==> src/hw/rtl/ocs_pkg.sv <==
`timescale 1ns / 1ps
// ----------------------------------------------------------------------------
// ocs_pkg
// Shared types, constants and tables of the oRGB chroma shift pipeline.
// ----------------------------------------------------------------------------
package ocs_pkg;

   // cordic stage count, never more than the arc table holds
   localparam int CORDIC_STAGES = 16;
   localparam int ARC_COUNT     = 24;
   localparam int RUN_STAGES    = (CORDIC_STAGES < ARC_COUNT) ? CORDIC_STAGES : ARC_COUNT;

   // widths
   localparam int VALUE_W  = 20;   // q16 values with headroom
   localparam int CORDIC_W = 30;   // q24 cordic vectors with gain growth
   localparam int ANGLE_W  = 20;   // q16 radians
   localparam int EXT_W    = 24;   // scaled angles
   localparam int PROD_W   = 36;   // matrix products
   localparam int GAIN_W   = 48;   // cordic gain products
   localparam int SHIFT_W  = 18;   // offset register width

   typedef logic signed [VALUE_W-1:0]  value_type;
   typedef logic signed [CORDIC_W-1:0] cordic_type;
   typedef logic signed [ANGLE_W-1:0]  angle_type;
   typedef logic signed [EXT_W-1:0]    ext_type;
   typedef logic signed [PROD_W-1:0]   prod_type;
   typedef logic signed [GAIN_W-1:0]   gain_type;
   typedef logic signed [SHIFT_W-1:0]  shift_type;

   // luma and chroma that travel beside the cordic units
   typedef struct packed {
      value_type luma;
      value_type c1;
      value_type c2;
      logic      skip;
   } side_type;

   // register indexes
   localparam logic [1:0] REG_YELLOW_BLUE = 2'd0;
   localparam logic [1:0] REG_RED_GREEN   = 2'd1;

   // q16 constants
   localparam value_type ONE_Q16  = value_type'(65536);
   localparam angle_type PI2_Q16  = angle_type'(102944);
   localparam angle_type PI3_Q16  = angle_type'(68629);
   localparam angle_type PI4_Q16  = angle_type'(51472);
   localparam gain_type  GAIN_Q16 = gain_type'(39797);
   localparam gain_type  GAIN_RND = gain_type'(64'sd1 <<< 23);

   // matrix coefficients
   localparam prod_type K_LR   = prod_type'(19595);
   localparam prod_type K_LG   = prod_type'(38470);
   localparam prod_type K_LB   = prod_type'(7471);
   localparam prod_type K_C2   = prod_type'(56754);
   localparam prod_type K_RC1  = prod_type'(7471);
   localparam prod_type K_RC2  = prod_type'(48733);
   localparam prod_type K_GC2  = prod_type'(26942);
   localparam prod_type K_BC1  = prod_type'(58065);
   localparam prod_type K_BC2  = prod_type'(10899);
   localparam prod_type HALF_Q16 = prod_type'(32768);

   // floor division by three through a reciprocal, operand kept positive
   localparam int         DIV_BIAS_LOG = 20;
   localparam ext_type    DIV_BIAS     = ext_type'(3 * (1 << DIV_BIAS_LOG));
   localparam int         RECIP_SHIFT  = 25;
   localparam logic [47:0] RECIP_THREE = 48'd11184811;

   // arc table atan(2^-i), q16
   function automatic angle_type arc_of(input int idx);
      angle_type a;
      case (idx)
         0:  a = angle_type'(51472);
         1:  a = angle_type'(30386);
         2:  a = angle_type'(16055);
         3:  a = angle_type'(8150);
         4:  a = angle_type'(4091);
         5:  a = angle_type'(2047);
         6:  a = angle_type'(1024);
         7:  a = angle_type'(512);
         8:  a = angle_type'(256);
         9:  a = angle_type'(128);
         10: a = angle_type'(64);
         11: a = angle_type'(32);
         12: a = angle_type'(16);
         13: a = angle_type'(8);
         14: a = angle_type'(4);
         15: a = angle_type'(2);
         16: a = angle_type'(1);
         default: a = angle_type'(0);
      endcase
      return a;
   endfunction

   function automatic value_type clamp_val(input value_type v, input value_type lo,
                                           input value_type hi);
      value_type r;
      if (v < lo) r = lo;
      else if (v > hi) r = hi;
      else r = v;
      return r;
   endfunction

endpackage

==> src/hw/rtl/ocs_vec.sv <==
`timescale 1ns / 1ps
// ----------------------------------------------------------------------------
// ocs_vec
// Pipelined cordic vectoring: angle of a chroma vector, one stage per step.
// ----------------------------------------------------------------------------
module ocs_vec (
   input  logic                clock,
   input  logic                reset,
   input  logic                in_valid,
   input  ocs_pkg::value_type  in_c1,
   input  ocs_pkg::value_type  in_c2,
   input  ocs_pkg::side_type   in_side,
   output logic                out_valid,
   output ocs_pkg::angle_type  out_z,
   output ocs_pkg::side_type   out_side
);

   logic                 v_ff    [0:ocs_pkg::RUN_STAGES];
   ocs_pkg::cordic_type  x_ff    [0:ocs_pkg::RUN_STAGES];
   ocs_pkg::cordic_type  y_ff    [0:ocs_pkg::RUN_STAGES];
   ocs_pkg::angle_type   z_ff    [0:ocs_pkg::RUN_STAGES];
   ocs_pkg::side_type    side_ff [0:ocs_pkg::RUN_STAGES];

   ocs_pkg::cordic_type  x0_in;
   ocs_pkg::cordic_type  y0_in;
   ocs_pkg::angle_type   z0_in;

   // pre-rotation into the right half plane
   always_comb begin
      ocs_pkg::cordic_type xs;
      ocs_pkg::cordic_type ys;
      xs = ocs_pkg::cordic_type'(in_c1) <<< 8;
      ys = ocs_pkg::cordic_type'(in_c2) <<< 8;
      if (xs < 0) begin
         if (ys >= 0) begin
            x0_in = ys;
            y0_in = -xs;
            z0_in = ocs_pkg::PI2_Q16;
         end else begin
            x0_in = -ys;
            y0_in = xs;
            z0_in = -ocs_pkg::PI2_Q16;
         end
      end else begin
         x0_in = xs;
         y0_in = ys;
         z0_in = '0;
      end
   end

   always_ff @(posedge clock) begin
      if (reset) begin
         v_ff[0] <= 1'b0;
      end else begin
         v_ff[0] <= in_valid;
      end
   end

   always_ff @(posedge clock) begin
      x_ff[0]    <= x0_in;
      y_ff[0]    <= y0_in;
      z_ff[0]    <= z0_in;
      side_ff[0] <= in_side;
   end

   // one micro-rotation per stage, driving y toward zero
   for (genvar i = 0; i < ocs_pkg::RUN_STAGES; i++) begin : g_stage
      always_ff @(posedge clock) begin
         if (reset) begin
            v_ff[i+1] <= 1'b0;
         end else begin
            v_ff[i+1] <= v_ff[i];
         end
      end

      always_ff @(posedge clock) begin
         if (y_ff[i] >= 0) begin
            x_ff[i+1] <= x_ff[i] + (y_ff[i] >>> i);
            y_ff[i+1] <= y_ff[i] - (x_ff[i] >>> i);
            z_ff[i+1] <= z_ff[i] + ocs_pkg::arc_of(i);
         end else begin
            x_ff[i+1] <= x_ff[i] - (y_ff[i] >>> i);
            y_ff[i+1] <= y_ff[i] + (x_ff[i] >>> i);
            z_ff[i+1] <= z_ff[i] - ocs_pkg::arc_of(i);
         end
         side_ff[i+1] <= side_ff[i];
      end
   end

   assign out_valid = v_ff[ocs_pkg::RUN_STAGES];
   assign out_z     = z_ff[ocs_pkg::RUN_STAGES];
   assign out_side  = side_ff[ocs_pkg::RUN_STAGES];

endmodule

==> config.mk <==
export PLATFORM = sky130hd
export DESIGN_NAME = ocs_vec
export DESIGN_NICKNAME = d
export VERILOG_FILES = /design/src/hw/rtl/ocs_pkg.sv /design/src/hw/rtl/ocs_vec.sv
export SDC_FILE = /design/constraint.sdc
export NUM_CORES = 2
export LEC_CHECK = 0
export BUFFER_PORTS_ARGS = -buffer_cell sky130_fd_sc_hd__buf_2
export CAP_MARGIN = 20
export CORE_ASPECT_RATIO = 2
export CORE_UTILIZATION = 30
export CTS_CLUSTER_SIZE = 8
export DETAILED_ROUTE_END_ITERATION = 6
export SLEW_MARGIN = 15
export SYNTH_ARGS = -nofsm -noshare
export SYNTH_HDL_FRONTEND = slang
export SYNTH_SLANG_ARGS = --single-unit
==> constraint.sdc <==
create_clock -name clock -period 5.7 [get_ports clock]
set_input_delay 1.14 -clock clock [delete_from_list [all_inputs] [get_ports clock]]
set_output_delay 1.14 -clock clock [all_outputs]
set_load 0.01 [all_outputs]
Word-level counts from Yosys, hierarchy flattened
Memories as Yosys holds them, arrays and structs flattened.
Cells that the tools add are included.
W data, S select, Z words.
{"block": "classes", "n_bitwise": 65, "n_lt_le_gt_ge": 18, "n_addsub": 97, "muxes": 122}
{"cell": "$mux W30", "count": 36}
{"cell": "$ge A30 B1 Y1 const B", "count": 16}
{"cell": "$mux W20", "count": 18}
{"cell": "$mux W1", "count": 68}
{"cell": "$or A1 B1 Y1", "count": 65}
{"cell": "$add A30 B15 Y30", "count": 2}
{"cell": "$add A30 B16 Y30", "count": 2}
{"cell": "$add A30 B17 Y30", "count": 2}
{"cell": "$add A30 B18 Y30", "count": 2}
{"cell": "$add A30 B19 Y30", "count": 2}
{"cell": "$add A30 B20 Y30", "count": 2}
{"cell": "$add A30 B21 Y30", "count": 2}
{"cell": "$add A30 B22 Y30", "count": 2}
{"cell": "$add A30 B23 Y30", "count": 2}
{"cell": "$add A30 B24 Y30", "count": 2}
{"cell": "$add A30 B25 Y30", "count": 2}
{"cell": "$add A30 B26 Y30", "count": 2}
{"cell": "$add A30 B27 Y30", "count": 2}
{"cell": "$add A30 B28 Y30", "count": 2}
{"cell": "$add A30 B29 Y30", "count": 2}
{"cell": "$neg A28 Y30", "count": 2}
{"cell": "$sub A30 B15 Y30", "count": 2}
{"cell": "$sub A30 B16 Y30", "count": 2}
{"cell": "$sub A30 B17 Y30", "count": 2}
{"cell": "46 further kinds", "count": 61}
{"block": "totals", "ram_bits": 2414, "n_memories": 5, "regBits": 0, "elab_cells": 307, "input_bits": 104}
{"name": "side_ff", "depth": 17, "word_bits": 61, "rd": 17, "rd_ports_with_merged_regs": 0, "wr": 17, "line_no": "ocs_vec.sv:22", "rtl": "ocs_pkg::side_type side_ff [0:ocs_pkg::RUN_STAGES];"}
{"name": "x_ff", "depth": 17, "word_bits": 30, "rd": 16, "rd_ports_with_merged_regs": 0, "wr": 17, "line_no": "ocs_vec.sv:19", "rtl": "ocs_pkg::cordic_type x_ff [0:ocs_pkg::RUN_STAGES];"}
{"name": "y_ff", "depth": 17, "word_bits": 30, "rd": 16, "rd_ports_with_merged_regs": 0, "wr": 17, "line_no": "ocs_vec.sv:20", "rtl": "ocs_pkg::cordic_type y_ff [0:ocs_pkg::RUN_STAGES];"}
{"name": "z_ff", "depth": 17, "word_bits": 20, "rd": 17, "rd_ports_with_merged_regs": 0, "wr": 17, "line_no": "ocs_vec.sv:21", "rtl": "ocs_pkg::angle_type z_ff [0:ocs_pkg::RUN_STAGES];"}
{"name": "v_ff", "depth": 17, "word_bits": 1, "rd": 17, "rd_ports_with_merged_regs": 0, "wr": 17, "line_no": "ocs_vec.sv:18", "rtl": "logic v_ff [0:ocs_pkg::RUN_STAGES];"}

Longest topological paths before layout
{"block": "logic_depth", "word_depth": 4, "depth_mapped": 28, "depth_no_buf": 24}

Worst setup path after synthesis
OpenSTA, ideal clock, no wires.
{"block": "synth_timing", "kind": "register to register", "startpoint": "memory y_ff[3][14] in the netlist's numbering", "endpoint": "memory x_ff[4][27] in the netlist's numbering", "path_slack_ps": -55, "synth_period_minus_slack_ps": 5755, "stages_incl_launch_ff": 26, "arrival_ps": 5676, "n_path_buf": 4, "required_ps": 5621, "cell_sequence": "dfxtp_1 -> or4_1 -> nor4_1 -> nand2_1 -> or4_1 -> or2_2 -> ha_1 -> clkbuf_1 -> clkbuf_1 -> buf_1 -> buf_1 -> o31ai_1 -> xnor2_1 -> ha_1 -> inv_1 -> fa_1 -> nor2b_1 -> o21ai_0 -> a21boi_0 -> o221a_2 -> o31ai_1 -> a211oi_1 -> nor4_1 -> nor3b_1 -> or4_1 -> o211ai_1"}
{"item": "start, declared", "line_no": "ocs_vec.sv:20"}
{"item": "end, declared", "line_no": "ocs_vec.sv:19"}

==> flow_metrics.env <==
export IMPL_syn_to_final_growth_pct=16.1
export IMPL_wl_um=288000
export IMPL_hpwl_um=231000
export IMPL_start_util_pct=30.2
export IMPL_report_final_slew_viol_count=0
export IMPL_crit_path_end_kind="flip-flop"
export IMPL_grt_max_degree=73
export IMPL_clkTransAtPathRegs_ns=0.06
export IMPL_cts_buffers=315
export IMPL_final_util_pct=35.0
export IMPL_async_reset_ff_share_pct=0
export IMPL_cts_buffer_depth=4
export IMPL_critPathLaunchType="flip-flop"
export IMPL_holdCritPathClass="flip-flop to flip-flop"
export IMPL_cpPeakStageDelay_ns=0.56
export IMPL_n_fill_cell=34600
export IMPL_die_h_um=830
export IMPL_synth_area_top_cells="dfxtp_1, ha_1, xnor2_1"
export IMPL_finClkSkew_ns=0.0679
export IMPL_arrival_ns=6.29
export IMPL_via_per_inst=4.89
export IMPL_crit_chain="or4_1 -> nor4_2 -> nand2_1 -> or4_1 -> or2_2 -> ha_4 -> buf_4 -> o31ai_1 -> nand2_1 -> a21oi_2 -> buf_4 -> xor2_1 -> ha_1 -> buf_4 -> inv_1 -> nor2_1 -> o21ai_0 -> o2bb2ai_1 -> buf_4 -> a31oi_1 -> a2111o_1 -> a21o_1 -> a21oi_1 -> xnor2_1"
export IMPL_coreArea_um2=341000
export IMPL_slew_headroom_pct=17.4
export IMPL_synth_main_ff_cell="dfxtp_1"
export IMPL_cts_tree="done"
export IMPL_status="completed"
export IMPL_drc=0
export IMPL_ant_nets=0
export IMPL_synth_edff_count=0
export IMPL_path_class="flip-flop to flip-flop"
export IMPL_synthDominantCellAreaShare_pct=42.4
export IMPL_placementRows=303
export IMPL_r2r_start="y_ff[3][14]"
export IMPL_path_buf_inv=5
export IMPL_post_route_min_period_ns=5.48
export IMPL_cp_top_family="simple AND/OR/NAND/NOR gates"
export IMPL_port_buffers=184
export IMPL_r2r_end="y_ff[4][29]"
export IMPL_clk_latency_ns=0.90
export IMPL_grt_ovfl_total=0
export IMPL_ys_ff_latch=2177
export IMPL_nets=12600
export IMPL_crit_path_top_delay_cell="or4_1"
export IMPL_ys_warnings_count=0
export IMPL_worst_slew_pin_slew_ns=1.23
export IMPL_maxCapViolations=0
export IMPL_netlist_instances=10800
export IMPL_critPathMaxFanout=9
export IMPL_yosysMostFrequentCell="dfxtp_1"
export IMPL_grt_pass1_wl_um=432000
export IMPL_io_pins=186
export IMPL_hold_buffers=0
export IMPL_dr_pass1_iters=7
export IMPL_ctsRootBufferMaster="clkbuf_16"
export IMPL_required_ns=6.51
export IMPL_min_from="side_ff[0][871]"
export IMPL_synth_seq_area_share_pct=42.4
export IMPL_h_tree_depth=5
export IMPL_grt_usage_pct=16.2
export IMPL_hold_path_depth=0
export IMPL_antenna_found_initial=28
export IMPL_synth_commonest_cells="dfxtp_1, ha_1, xnor2_1, a21oi_1, nor2_1"
export IMPL_setup_violations_final=0
export IMPL_hold_violations=0
export IMPL_fin_crit_sh_pct=96.1
export IMPL_post_place_cells=15500
export IMPL_worst_r2r_setup_slack_ns=0.22
export IMPL_clock_sinks=2177
export IMPL_gp_congestion=1.01
export IMPL_drive_gt1_share_pct=8.07
export IMPL_synth_distinct_cells=91
export IMPL_crit_top_cell="buf_4"
export IMPL_synth_area_per_cell_um2=9.56
export IMPL_wire_per_inst_um=18.1
export IMPL_min_to="side_ff[0][932]"
export IMPL_multi_input_area_um2=57200
export IMPL_ff_latch_area_um2=43600
export IMPL_netlist_area_um2=103000
export IMPL_vias=77800
export IMPL_fmax_ghz=0.183
export IMPL_die_area_um2=345000
export IMPL_final_cells=15900
export IMPL_grt_pass1_vias=80500
export IMPL_reg2reg_depth=24
export IMPL_yosys_area_top_type="dfxtp_1"
export IMPL_die_width_um=416
export IMPL_drt_iter0_markers=2609
final cells by class:
cell class / count / area share [%]
antenna: 50 / 0.105
clock buffer: 326 / 6.71
clock inverter: 22 / 0.305
inverter: 464 / 1.46
multi-input combinational: 8006 / 47.9
sequential: 2177 / 36.5
tap: 4422 / 4.63
timing repair buffer: 442 / 2.41
cell families (layout without fill, tap and decap cells):
group,after synthesis,in the layout,share of synthesized area (%)
AND/OR/NAND/NOR,2702,2702,12.9
multiplexers,37,37,0.367
AO/OA/AOI/OAI,2751,2751,17.1
adder cells (fa/ha/maj),1045,1045,13.0
other,2,129,0.00730
buffers and inverters,658,1254,2.41
XOR/XNOR,1392,1392,11.9
flip-flops,2177,2177,42.4
metrics by stage:
stage	TNS (ns)	worst slack (ns)	area, µm²	hold slack (ns)
2_1_floorplan	0	0.00912	103000	0.310
4_1_cts	0	0.0716	119000	0.233
3_5_place_dp	-0.0134	-0.0134	111000	0.312
3_3_place_gp	-0.208	-0.168	111000	0.309
5_1_grt	-0.0359	-0.0333	119000	0.244
6_report	0	0.221	119000	0.257
worst register-to-register path, stage by stage, from the launching register on:
cell,delay [ns]
dfxtp_1,0.30
or4_1,0.56
nor4_2,0.20
nand2_1,0.16
or4_1,0.50
or2_2,0.33
ha_4,0.24
buf_4,0.19
o31ai_1,0.09
nand2_1,0.21
a21oi_2,0.17
buf_4,0.14
xor2_1,0.18
ha_1,0.27
buf_4,0.16
inv_1,0.07
nor2_1,0.05
o21ai_0,0.21
o2bb2ai_1,0.18
buf_4,0.15
a31oi_1,0.14
a2111o_1,0.43
a21o_1,0.17
a21oi_1,0.16
xnor2_1,0.15
layer usage:
metal  up-vias  share of wire [%]  track usage, %
li1      39200                  -               -
met1     35700                 28            10.9
met2      1687                 56            33.6
met3      1159                3.2            2.55
met4         4                 12            18.0
met5         -             0.0073               0
worst max-delay path by stage:
stage / startpoint / endpoint / slack (ns) / depth (start not counted)
global placement: y_ff[3][6] / x_ff[4][27] / -0.17 / 25
global route: y_ff[3][14] / x_ff[4][27] / -0.03 / 21
CTS: y_ff[3][14] / y_ff[4][29] / 0.07 / 24
finish: y_ff[3][14] / y_ff[4][29] / 0.22 / 24
detailed placement: y_ff[3][14] / x_ff[4][27] / -0.01 / 23
floorplan: y_ff[3][14] / x_ff[4][27] / 0.009 / 25
repair_timing:
item	4_1_cts	5_1_grt
gates resized for setup	1	11
buffers inserted	0	2
pin swaps	0	4
setup endpoints to repair	1	9
state kept, by name (all words and copies together) (netlist names):
name and flops:
x_ff 406, side_ff 1037, z_ff 300, v_ff 17
y_ff 417
cell usage in the layout, fill, tap and decap left out, types with 178 or more instances in the layout:
| master | count |
|---|---|
| a21o_1 | 290 |
| a21oi_1 | 756 |
| buf_2 | 185 |
| buf_4 | 255 |
| clkbuf_16 | 319 |
| dfxtp_1 | 2166 |
| ha_1 | 1009 |
| inv_1 | 461 |
| nand2_1 | 625 |
| nand2b_1 | 178 |
| nand3_1 | 187 |
| nor2_1 | 737 |
| nor3_1 | 212 |
| o21ai_0 | 646 |
| o31ai_1 | 179 |
| xnor2_1 | 916 |
| xor2_1 | 474 |
Power is not shown: default switching activity piles up to over one toggle a cycle in this logic, so the estimate is an artifact.
